===== src/rtl/rpab_pkg.sv =====
`timescale 1ns / 1ps
// ----------------------------------------------------------------------------
// rpab_pkg
// Shared types, register indexes and helpers for the RGBA pixel blender.
// ----------------------------------------------------------------------------
package rpab_pkg;

	// Configuration register indexes.
	localparam logic [1:0] REG_SRC_ORDER = 2'd0;
	localparam logic [1:0] REG_DST_ORDER = 2'd1;
	localparam logic [1:0] REG_BLEND_EN  = 2'd2;

	localparam logic [7:0] ORDER_RESET  = 8'hE4;
	localparam logic [7:0] ALPHA_OPAQUE = 8'hFF;
	localparam int unsigned NUM_COLORS  = 3;
	localparam int unsigned CH_ALPHA    = 3;

	typedef logic [7:0]  byte_t;
	typedef logic [15:0] sum_t;

	// Operands after byte extraction.
	typedef struct packed {
		logic                       blend;
		byte_t                      alpha;
		logic [NUM_COLORS-1:0][7:0] src_c;
		logic [NUM_COLORS-1:0][7:0] dst_c;
		logic [7:0]                 dst_order;
		logic [31:0]                src;
		logic [31:0]                dst;
	} unpack_t;

	// Weighted sums ahead of the divide by 255.
	typedef struct packed {
		logic                        blend;
		logic [NUM_COLORS-1:0][15:0] sum;
		logic [7:0]                  dst_order;
		logic [31:0]                 src;
		logic [31:0]                 dst;
	} mac_t;

	function automatic logic [1:0] chan_pos(input logic [7:0] order, input int unsigned chan);
		logic [1:0] pos;
		pos = order[2*chan +: 2];
		return pos;
	endfunction

	function automatic byte_t byte_at(input logic [31:0] word, input logic [1:0] pos);
		byte_t b;
		b = word[{pos, 3'b000} +: 8];
		return b;
	endfunction

endpackage


===== src/rtl/rpab_unpack.sv =====
`timescale 1ns / 1ps
// ----------------------------------------------------------------------------
// rpab_unpack
// First stage: picks the color bytes out of both pixel words and alpha out of src.
// ----------------------------------------------------------------------------
module rpab_unpack (
	input  logic              clk,
	input  logic              arst_n,
	input  logic              in_valid,
	input  logic [31:0]       src_pixel,
	input  logic [31:0]       dst_pixel,
	input  logic [7:0]        src_order,
	input  logic [7:0]        dst_order,
	input  logic              blend,
	output logic              valid_s1,
	output rpab_pkg::unpack_t data_s1
);

	rpab_pkg::unpack_t data_d;

	always_comb begin
		data_d.blend     = blend;
		data_d.alpha     = rpab_pkg::byte_at(src_pixel,
			rpab_pkg::chan_pos(src_order, rpab_pkg::CH_ALPHA));
		for (int unsigned c = 0; c < rpab_pkg::NUM_COLORS; c++) begin
			data_d.src_c[c] = rpab_pkg::byte_at(src_pixel, rpab_pkg::chan_pos(src_order, c));
			data_d.dst_c[c] = rpab_pkg::byte_at(dst_pixel, rpab_pkg::chan_pos(dst_order, c));
		end
		data_d.dst_order = dst_order;
		data_d.src       = src_pixel;
		data_d.dst       = dst_pixel;
	end

	always_ff @(posedge clk or negedge arst_n) begin
		if (!arst_n) begin
			valid_s1 <= 1'b0;
		end else begin
			valid_s1 <= in_valid;
		end
	end

	always_ff @(posedge clk) begin
		if (in_valid) begin
			data_s1 <= data_d;
		end
	end

endmodule


===== src/rtl/rpab_mac.sv =====
`timescale 1ns / 1ps
// ----------------------------------------------------------------------------
// rpab_mac
// Second stage: forms src*a + (255-a)*dst for each color channel.
// ----------------------------------------------------------------------------
module rpab_mac (
	input  logic              clk,
	input  logic              arst_n,
	input  logic              valid_s1,
	input  rpab_pkg::unpack_t data_s1,
	output logic              valid_s2,
	output rpab_pkg::mac_t    data_s2
);

	rpab_pkg::mac_t data_d;
	rpab_pkg::byte_t inv_alpha;

	always_comb begin
		inv_alpha     = rpab_pkg::ALPHA_OPAQUE - data_s1.alpha;
		data_d.blend  = data_s1.blend;
		for (int unsigned c = 0; c < rpab_pkg::NUM_COLORS; c++) begin
			// Both products stay below 2^16 and so does their sum (at most 255*255).
			data_d.sum[c] = 16'(data_s1.src_c[c]) * 16'(data_s1.alpha)
				+ 16'(data_s1.dst_c[c]) * 16'(inv_alpha);
		end
		data_d.dst_order = data_s1.dst_order;
		data_d.src       = data_s1.src;
		data_d.dst       = data_s1.dst;
	end

	always_ff @(posedge clk or negedge arst_n) begin
		if (!arst_n) begin
			valid_s2 <= 1'b0;
		end else begin
			valid_s2 <= valid_s1;
		end
	end

	always_ff @(posedge clk) begin
		if (valid_s1) begin
			data_s2 <= data_d;
		end
	end

endmodule


===== src/rtl/rpab_pack.sv =====
`timescale 1ns / 1ps
// ----------------------------------------------------------------------------
// rpab_pack
// Third stage: divides by 255 and writes into the dst word, or copies src.
// ----------------------------------------------------------------------------
module rpab_pack (
	input  logic           clk,
	input  logic           arst_n,
	input  logic           valid_s2,
	input  rpab_pkg::mac_t data_s2,
	output logic           out_valid,
	output logic [31:0]    out_pixel
);

	logic [rpab_pkg::NUM_COLORS-1:0][7:0] quot;
	logic [31:0] res;
	rpab_pkg::sum_t t;

	always_comb begin
		t = '0;
		for (int unsigned c = 0; c < rpab_pkg::NUM_COLORS; c++) begin
			// Exact floor(x/255) for x up to 255*255: (x + (x >> 8) + 1) >> 8.
			t = data_s2.sum[c] + {8'h00, data_s2.sum[c][15:8]} + 16'd1;
			quot[c] = t[15:8];
		end
	end

	always_comb begin
		if (data_s2.blend) begin
			// Writes go red, green, blue, then alpha, so a later channel wins a shared byte.
			res = data_s2.dst;
			for (int unsigned c = 0; c < rpab_pkg::NUM_COLORS; c++) begin
				res[{rpab_pkg::chan_pos(data_s2.dst_order, c), 3'b000} +: 8] = quot[c];
			end
			res[{rpab_pkg::chan_pos(data_s2.dst_order, rpab_pkg::CH_ALPHA), 3'b000} +: 8] =
				rpab_pkg::ALPHA_OPAQUE;
		end else begin
			res = data_s2.src;
		end
	end

	always_ff @(posedge clk or negedge arst_n) begin
		if (!arst_n) begin
			out_valid <= 1'b0;
		end else begin
			out_valid <= valid_s2;
		end
	end

	always_ff @(posedge clk) begin
		if (valid_s2) begin
			out_pixel <= res;
		end
	end

endmodule


===== src/rtl/rgba_pixel_alpha_blend.sv =====
`timescale 1ns / 1ps
// ----------------------------------------------------------------------------
// rgba_pixel_alpha_blend
// Source-over compositor for 32-bit RGBA pixels with configurable byte order.
// Each beat taken passes the three pipeline registers (unpack, mac, pack)
// before it shows on out_pixel with out_valid.
// Throughput: one pixel pair per clock; busy is never raised.
// Reset clears the stage valid bits and sets both channel orders to 0xE4
// and blending off. The receiver cannot stall the pipeline.
// ----------------------------------------------------------------------------
module rgba_pixel_alpha_blend (
	input  logic        clk,
	input  logic        arst_n,
	input  logic        start,
	output logic        busy,
	input  logic [31:0] src_pixel,
	input  logic [31:0] dst_pixel,
	output logic        out_valid,
	output logic [31:0] out_pixel,
	input  logic        cfg_valid,
	output logic        cfg_ready,
	input  logic [1:0]  cfg_index,
	input  logic [7:0]  cfg_data
);

	logic [7:0] src_order_q;
	logic [7:0] dst_order_q;
	logic       blend_q;
	logic       in_valid;

	logic              valid_s1;
	rpab_pkg::unpack_t data_s1;
	logic              valid_s2;
	rpab_pkg::mac_t    data_s2;

	assign busy      = 1'b0;
	assign cfg_ready = 1'b1;
	assign in_valid  = start && !busy;

	always_ff @(posedge clk or negedge arst_n) begin
		if (!arst_n) begin
			src_order_q <= rpab_pkg::ORDER_RESET;
			dst_order_q <= rpab_pkg::ORDER_RESET;
			blend_q     <= 1'b0;
		end else if (cfg_valid && cfg_ready) begin
			unique case (cfg_index)
				rpab_pkg::REG_SRC_ORDER: src_order_q <= cfg_data;
				rpab_pkg::REG_DST_ORDER: dst_order_q <= cfg_data;
				rpab_pkg::REG_BLEND_EN:  blend_q     <= cfg_data[0];
				default: ;
			endcase
		end
	end

	rpab_unpack u_unpack (
		.clk       (clk),
		.arst_n    (arst_n),
		.in_valid  (in_valid),
		.src_pixel (src_pixel),
		.dst_pixel (dst_pixel),
		.src_order (src_order_q),
		.dst_order (dst_order_q),
		.blend     (blend_q),
		.valid_s1  (valid_s1),
		.data_s1   (data_s1)
	);

	rpab_mac u_mac (
		.clk      (clk),
		.arst_n   (arst_n),
		.valid_s1 (valid_s1),
		.data_s1  (data_s1),
		.valid_s2 (valid_s2),
		.data_s2  (data_s2)
	);

	rpab_pack u_pack (
		.clk       (clk),
		.arst_n    (arst_n),
		.valid_s2  (valid_s2),
		.data_s2   (data_s2),
		.out_valid (out_valid),
		.out_pixel (out_pixel)
	);

`ifndef ASSERT_OFF
	a_never_busy: assert property (@(posedge clk) disable iff (!arst_n) !busy)
		else $error("busy raised although the pipeline never stalls");

	a_out_follows_s1: assert property (@(posedge clk) disable iff (!arst_n)
		out_valid |-> $past(valid_s1, 2))
		else $error("result beat without a matching first-stage beat");

	a_copy_exact: assert property (@(posedge clk) disable iff (!arst_n)
		(valid_s2 && !data_s2.blend) |=> (out_pixel == $past(data_s2.src)))
		else $error("copy mode changed the source word");

	a_alpha_opaque: assert property (@(posedge clk) disable iff (!arst_n)
		(valid_s2 && data_s2.blend) |=>
		(rpab_pkg::byte_at(out_pixel, $past(data_s2.dst_order[7:6]))
			== rpab_pkg::ALPHA_OPAQUE))
		else $error("blended beat lacks an opaque alpha byte");
`endif

endmodule

===== config.mk =====
export PLATFORM = sky130hd
export DESIGN_NAME = rgba_pixel_alpha_blend
export DESIGN_NICKNAME = d
export VERILOG_FILES = /design/src/rtl/rpab_pkg.sv /design/src/rtl/rpab_unpack.sv /design/src/rtl/rpab_mac.sv /design/src/rtl/rpab_pack.sv /design/src/rtl/rgba_pixel_alpha_blend.sv
export SDC_FILE = /design/constraint.sdc
export NUM_CORES = 1
export LEC_CHECK = 0
export BUFFER_PORTS_ARGS = -buffer_cell sky130_fd_sc_hd__buf_2
export CORE_MARGIN = 1.5
export CORE_UTILIZATION = 46
export DETAILED_ROUTE_END_ITERATION = 8
export PLACE_DENSITY_LB_ADDON = 0.08
export SYNTH_ARGS = -nofsm -noshare
export SYNTH_HDL_FRONTEND = slang
export SYNTH_SLANG_ARGS = --single-unit

===== constraint.sdc =====
create_clock -name clk -period 7.54 [get_ports clk]
set_input_delay 0 -clock clk [delete_from_list [all_inputs] [get_ports clk]]
set_output_delay 0 -clock clk [all_outputs]
set_load 0.05 [all_outputs]

==> results_dict.tcl, run 1 <==
set metrics [dict create \
    fp.coreArea_um2 56390 \
    grt_overflow 0 \
    wl_per_cell_um 22.97 \
    drv_cap 0 \
    place_congestion 0.9428 \
    yosys_warnings 0 \
    grt_pass1_vias 18600 \
    post_cts_resize_count 0 \
    setup_viol 0 \
    cp.arrival_ns 6.75 \
    grt_max_degree 77 \
    tightest_slew_ns 1.083 \
    dp.final_hpwl_mm 57.73 \
    clock_path_buffers 3 \
    cp_max_fo 23 \
    io_pins 113 \
    track_usage_pct 25.94 \
    syn_inst 2264 \
    drive_above_1_share_pct 11.45 \
    port_buffers 110 \
    cts.clk_slew.worst_paths_ns 0.06 \
    ant_nets 0 \
    routed_wl_mm 74.17 \
    synth_largest_area_cell "edfxtp_1" \
    netlist_area_um2 26230 \
    period_needed_ns 6.489 \
    final_nets 3035 \
    synthAdderAreaFrac_pct 32.58 \
    yosys.area_share.simple_pct 11.75 \
    synth_xor_area_share_pct 2.195 \
    syn2layout_area_growth_pct 12.63 \
    yosysTopAreaCellShare_pct 32.29 \
    yosysSeqAreaShare_pct 34.24 \
    cts_tree "yes" \
    vias 17540 \
    status "complete, no violations" \
    worst_setup_path_start_kind "flip-flop" \
    dieWidth_um 241.8 \
    ff2ff_setup_slack_ns 1.05 \
    worstPathRequired_ns 7.80 \
    row_count 87 \
    synth_compound_area_share_pct 6.350 \
    drcViolationCount 0 \
    worstSkewPairLatency_ns 0.54 \
    relSlewSlack_pct 27.82 \
    synth_edf_count 282 \
    ys.flop_type "edfxtp_1" \
    syn_area_per_cell_um2 11.58 \
    routed_via_density 5.430 \
    async_flop_share_pct 6.623 \
    fp.dieH_um 241.8 \
    holdCritPathClass "in2async" \
    antenna_found_initial 3 \
    yosysUniqueCellTypes 68 \
    root_buffer "clkbuf_16" \
    htreeDepth 2 \
    worstSetupPathType "reg2reg" \
    timing.final.crit_share_pct 86.06 \
    synthMuxAreaShare_pct 5.749 \
    start_util_pct 46.51 \
    fin_skew_ns 0.02827 \
    ys_ff_latch 302 \
    grt_setup_unrepaired "no" \
    synthTopCellsByArea "edfxtp_1 (32%), fa_1 (22%), ha_1 (11%), inv_1 (6.1%), mux4_2 (4.8%)" \
    tns_ns 0 \
    drt_iter0_markers 1283 \
    synth_top_family_by_area "adder cells" \
    slew_violations 0 \
    cts_sinks 302 \
    fmax_ghz 0.1541 \
    dieArea_um2 58450 \
    cts_made_buffers 34 \
    hold_viol_final 0 \
    dr.pass1.iters 5 \
    grt_first_pass_wirelength_mm 114.2 \
    end_kind "flip-flop" \
]
[metrics by stage]
stage	setup slack (ns)	cells	area [um^2]	hold slack, ns	utilization, %
floorplan	1.603	2267	26240	-0.2956	-
global placement	1.217	3089	27660	-0.03547	49.05
detailed placement	1.104	3089	27660	-0.02489	49.05
CTS	1.078	3227	29530	0.05102	52.37
global route	0.8061	3227	29530	0.08874	52.37
finish	1.051	3229	29540	0.08428	52.38
[placed cells by master, fill, tap and decap left out, types with 7 or more instances in the layout]
cell           instances
inv_1                428
fa_1                 288
edfxtp_1             282
ha_1                 222
nor2b_1              140
and2_1               109
buf_2                109
nand2_1              105
dlygate4sd3_1         78
a21oi_1               74
nor2_1                74
nand2b_1              62
mux4_2                56
o21ai_0               53
xnor2_1               40
clkbuf_16             34
buf_4                 23
xor2_1                22
mux2_2                21
nor3_1                15
and3_1                14
nand3_1               14
o32ai_1               13
a21o_1                11
dfrtp_1               11
o21a_1                10
o211ai_1               8
dfstp_2                8
nor4_1                 7
o32a_1                 7
clkinv_1               7
[kinds of logic (layout without fill, tap and decap cells)]
logic type,Yosys count,count (layout)
mux,78,78
simple gates,566,566
compound gates,247,247
xor+xnor,64,64
fa+ha+maj,510,510
buf+inv,495,699
flops,302,302
other cells,2,7
[synth_stat cells (all sizes together) (5+ instances only)]
cell / instances
o21ai: 60
nand3: 14
a22oi: 5
and3: 14
o31ai: 6
nor3: 16
dfstp: 8
a21oi: 75
nand4: 5
ha: 222
a21o: 11
nand2: 106
nor4: 7
o32a: 7
fa: 288
and2: 109
buf: 10
o211a: 6
inv: 428
edfxtp: 282
xor2: 22
a211oi: 5
mux2: 21
xnor2: 42
o211ai: 8
o32ai: 13
nand2b: 62
mux4: 56
dfrtp: 12
nor2: 74
clkbuf: 57
nor2b: 140
o21a: 10
[critical path: stages, from the launching register on]
cell,delay (ns)
edfxtp_1,1.03
buf_4,0.39
nand2b_1,0.17
fa_1,0.45
fa_1,0.43
inv_1,0.09
fa_1,0.44
fa_1,0.42
fa_1,0.53
inv_1,0.06
fa_1,0.47
inv_1,0.04
ha_1,0.34
a31o_2,0.26
or4_1,0.40
a21o_1,0.18
a31o_2,0.22
a21oi_1,0.18
xnor2_1,0.09
[worst paths after layout]
kind                                        from                   end  cells after the start
min in group clk                   dst_pixel[27]  u_unpack.data_s1[27]                      2
min reg2reg                 u_unpack.data_s1[54]     u_mac.data_s2[54]                      0
max reg2reg                u_unpack.data_s1[123]    u_mac.data_s2[103]                     18
min                                       arst_n        src_order_q[5]                      2
max                        u_unpack.data_s1[123]    u_mac.data_s2[103]                     18
max in group asynchronous                 arst_n     u_unpack.valid_s1                      3
[per-layer routing]
layer,vias to the layer above,wire (um),GRT usage (%)
li1,7874,-,-
met3,89,3526,2.963
met4,2,1635,6.471
met1,9114,32290,35.83
met2,456,36700,43.77
met5,-,13,0
[timing repair]
item / 4_1_cts / 5_1_grt
hold endpoints to repair: 187 / 0
buffers inserted: 0 / 0
hold buffers: 78 / 0
[state kept, by name, summed over array words and instances (netlist names)]
register           flops
u_unpack.data_s1     129
u_mac.data_s2        121
u_pack.out_pixel      32
dst_order_q            8
src_order_q            8
blend_q                1
u_mac.valid_s2         1
u_pack.out_valid       1
u_unpack.valid_s1      1
[area by class of cell]
type | instances | area, um^2
clock inverter | 21 | 220.2
tap | 756 | 945.9
timing repair buffer | 211 | 1510
sequential | 302 | 8982
multi-input combinational | 1470 | 15400
clock buffer | 39 | 869.6
inverter | 428 | 1607
fill | 5010 | 26850
antenna | 2 | 5.005
Power of run 1 is not shown: default switching activity piles up to over one toggle a cycle in this logic, so the estimate is an artifact.
==> run 2: changes to the inputs <==
Settings changed: CTS_BUF_LIST set to sky130_fd_sc_hd__clkbuf_2, SLEW_MARGIN set to 20.
Clock period 7.54 ns to 6 ns, I/O delays scaled along.
==> results_dict.tcl, run 2 (same netlist as run 1, synthesis figures left out) <==
set metrics [dict create \
    period_needed_ns 5.839 \
    drcViolationCount 0 \
    cp.arrival_ns 6.66 \
    holdCritPathClass "in2reg" \
    relSlewSlack_pct 34.17 \
    syn2layout_area_growth_pct 16.99 \
    drt_iter0_markers 1477 \
    largest_register_ffs 129 \
    worstHoldEndpoint "u_unpack.data_s1[106]" \
    cts_tree "yes" \
    cts_made_buffers 79 \
    worstSetupPathType "reg2reg" \
    row_count 87 \
    grt_setup_unrepaired "yes" \
    routed_wl_mm 78.00 \
    start_util_pct 46.51 \
    cts.clk_slew.worst_paths_ns 0.11 \
    status "complete, no violations" \
    worstSkewPairLatency_ns 1.07 \
    dieWidth_um 241.8 \
    multi_input_area_um2 15440 \
    fp.coreArea_um2 56390 \
    reg2regPathDepth 19 \
    clock_path_buffers 3 \
    critPathTopFamily "adder cells" \
    antenna_found_initial 4 \
    dp.final_hpwl_mm 58.27 \
    grt_pass1_vias 19800 \
    vias 18580 \
    cp_slowest_cell "edfxtp_1" \
    regMostFlops "u_unpack.data_s1" \
    htreeDepth 3 \
    tightest_slew_ns 0.9784 \
    track_usage_pct 27.31 \
    nFillCells 5032 \
    place_congestion 0.9458 \
    placed_cell_area_um2 27960 \
    drive_above_1_share_pct 15.28 \
    ant_nets 0 \
    final_area_um2 30680 \
    cp_num_buf_inv 5 \
    io_pins 113 \
    cp_max_fo 6 \
    final_common_cell "inv_1" \
    final_nets 3223 \
    setup_viol 0 \
    fp.dieH_um 241.8 \
    worstReg2RegEnd "u_mac.data_s2[103]" \
    top_regs "u_unpack.data_s1: 129 flops, u_mac.data_s2: 121 flops, u_pack.out_pixel: 32 flops" \
    ff2ff_setup_slack_ns 0.16 \
    slowest_delay_ns 0.54 \
    grt_max_degree 66 \
    drv_cap 0 \
    worstReg2RegStart "u_unpack.data_s1[126]" \
    dieArea_um2 58450 \
    end_kind "flip-flop" \
    min_path_cells 3 \
    root_buffer "clkbuf_2" \
    mostFrequentLayoutCells "inv_1 (428), fa_1 (285), edfxtp_1 (282)" \
    wl_per_cell_um 22.56 \
    fin_skew_ns 0.07822 \
    hold_start "src_pixel[2]" \
    fmax_ghz 0.1713 \
    seq_area_um2 8982 \
    port_buffers 110 \
    routed_via_density 5.374 \
    cts_sinks 302 \
    worstPathRequired_ns 6.82 \
    slew_violations 0 \
    worst_setup_path_start_kind "flip-flop" \
    grt_overflow 0 \
    grt_first_pass_wirelength_mm 119.3 \
    timing.final.crit_share_pct 97.32 \
    path_cells "buf_6 > and2_1 > fa_1 > inv_1 > fa_2 > inv_1 > fa_1 > fa_2 > fa_1 > inv_1 > fa_1 > inv_1 > ha_1 > a31o_2 > or4_1 > a21o_1 > a31o_2 > a21oi_2 > xnor2_1" \
    hold_viol_final 0 \
    dr.pass1.iters 9 \
]
run 2: changes by cell type in the layout (fill, tap and decap cells not counted), moves of 9 or more:
| cell | before | now |
|---|---|---|
| clkbuf_16 | 34 | 1 |
| clkbuf_2 | 0 | 116 |
| clkinv_1 | 7 | 16 |
| dlygate4sd3_1 | 78 | 182 |
| buf_4 | 23 | 48 |
run 2: layout make-up:
| type | instances | area share (%) |
|---|---|---|
| Inverter | 428 | 5.236 |
| Clock inverter | 27 | 0.4445 |
| Sequential cell | 302 | 29.28 |
| Clock buffer | 116 | 1.892 |
| Tap cell | 756 | 3.083 |
| Antenna cell | 4 | 0.03263 |
| Multi-Input combinational cell | 1470 | 50.32 |
| Timing Repair Buffer | 354 | 9.710 |
run 2: metal layers:
metal  vias to the layer above  wire (um)  global-route usage (%)  part of all wire, %
met5                         -          0                       0                    0
met4                         0       2454                   8.915                  3.1
met3                       133       4976                   4.329                  6.4
met2                       672      37900                   45.47                   49
met1                      9470      32660                   36.59                   42
li1                       8304          -                       -                    -
run 2: what timing repair did:
action                                 in CTS  in global routing
endpoints found under the hold margin     284                  0
buffers inserted                            0                  7
hold buffers                              183                  0
gates resized for setup                     0                 19
setup endpoints to repair                   0                  8
run 2: stage by stage:
step | hold WS (ns) | TNS (ns) | util, % | setup slack, ns | std cells
final | 0.1158 | 0 | 54.41 | 0.1608 | 3457
after global routing | 0.001605 | -0.006209 | 54.40 | -0.006209 | 3455
after CTS | 0.009969 | 0 | 54.14 | 0.04627 | 3445
after detailed placement | -0.03040 | 0 | 49.59 | 0.07558 | 3119
after global placement | -0.03338 | 0 | 49.58 | 0.1773 | 3119
after floorplan | -0.2956 | 0 | - | 0.06298 | 2267
run 2: worst reg2reg max path, delay by kind of cell, from the launching register on:
kind,cells,cell delay [ns]
xor+xnor,1,0.08
simple gates,2,0.53
fa+ha+maj,7,3.23
flops,1,0.54
buf+inv,5,0.40
compound gates,4,0.83
run 2: how the worst max path moves through the flow:
| stage | cells past startpoint | from | endpoint |
|---|---|---|---|
| global placement | 19 | u_unpack.data_s1[124] | u_mac.data_s2[103] |
| global route | 20 | u_unpack.data_s1[126] | u_mac.data_s2[103] |
| CTS | 19 | u_unpack.data_s1[126] | u_mac.data_s2[119] |
| floorplan | 21 | u_unpack.data_s1[124] | u_mac.data_s2[103] |
| finish | 19 | u_unpack.data_s1[126] | u_mac.data_s2[103] |
| detailed placement | 19 | u_unpack.data_s1[126] | u_mac.data_s2[103] |
Power of run 2 is left out for the same reason.
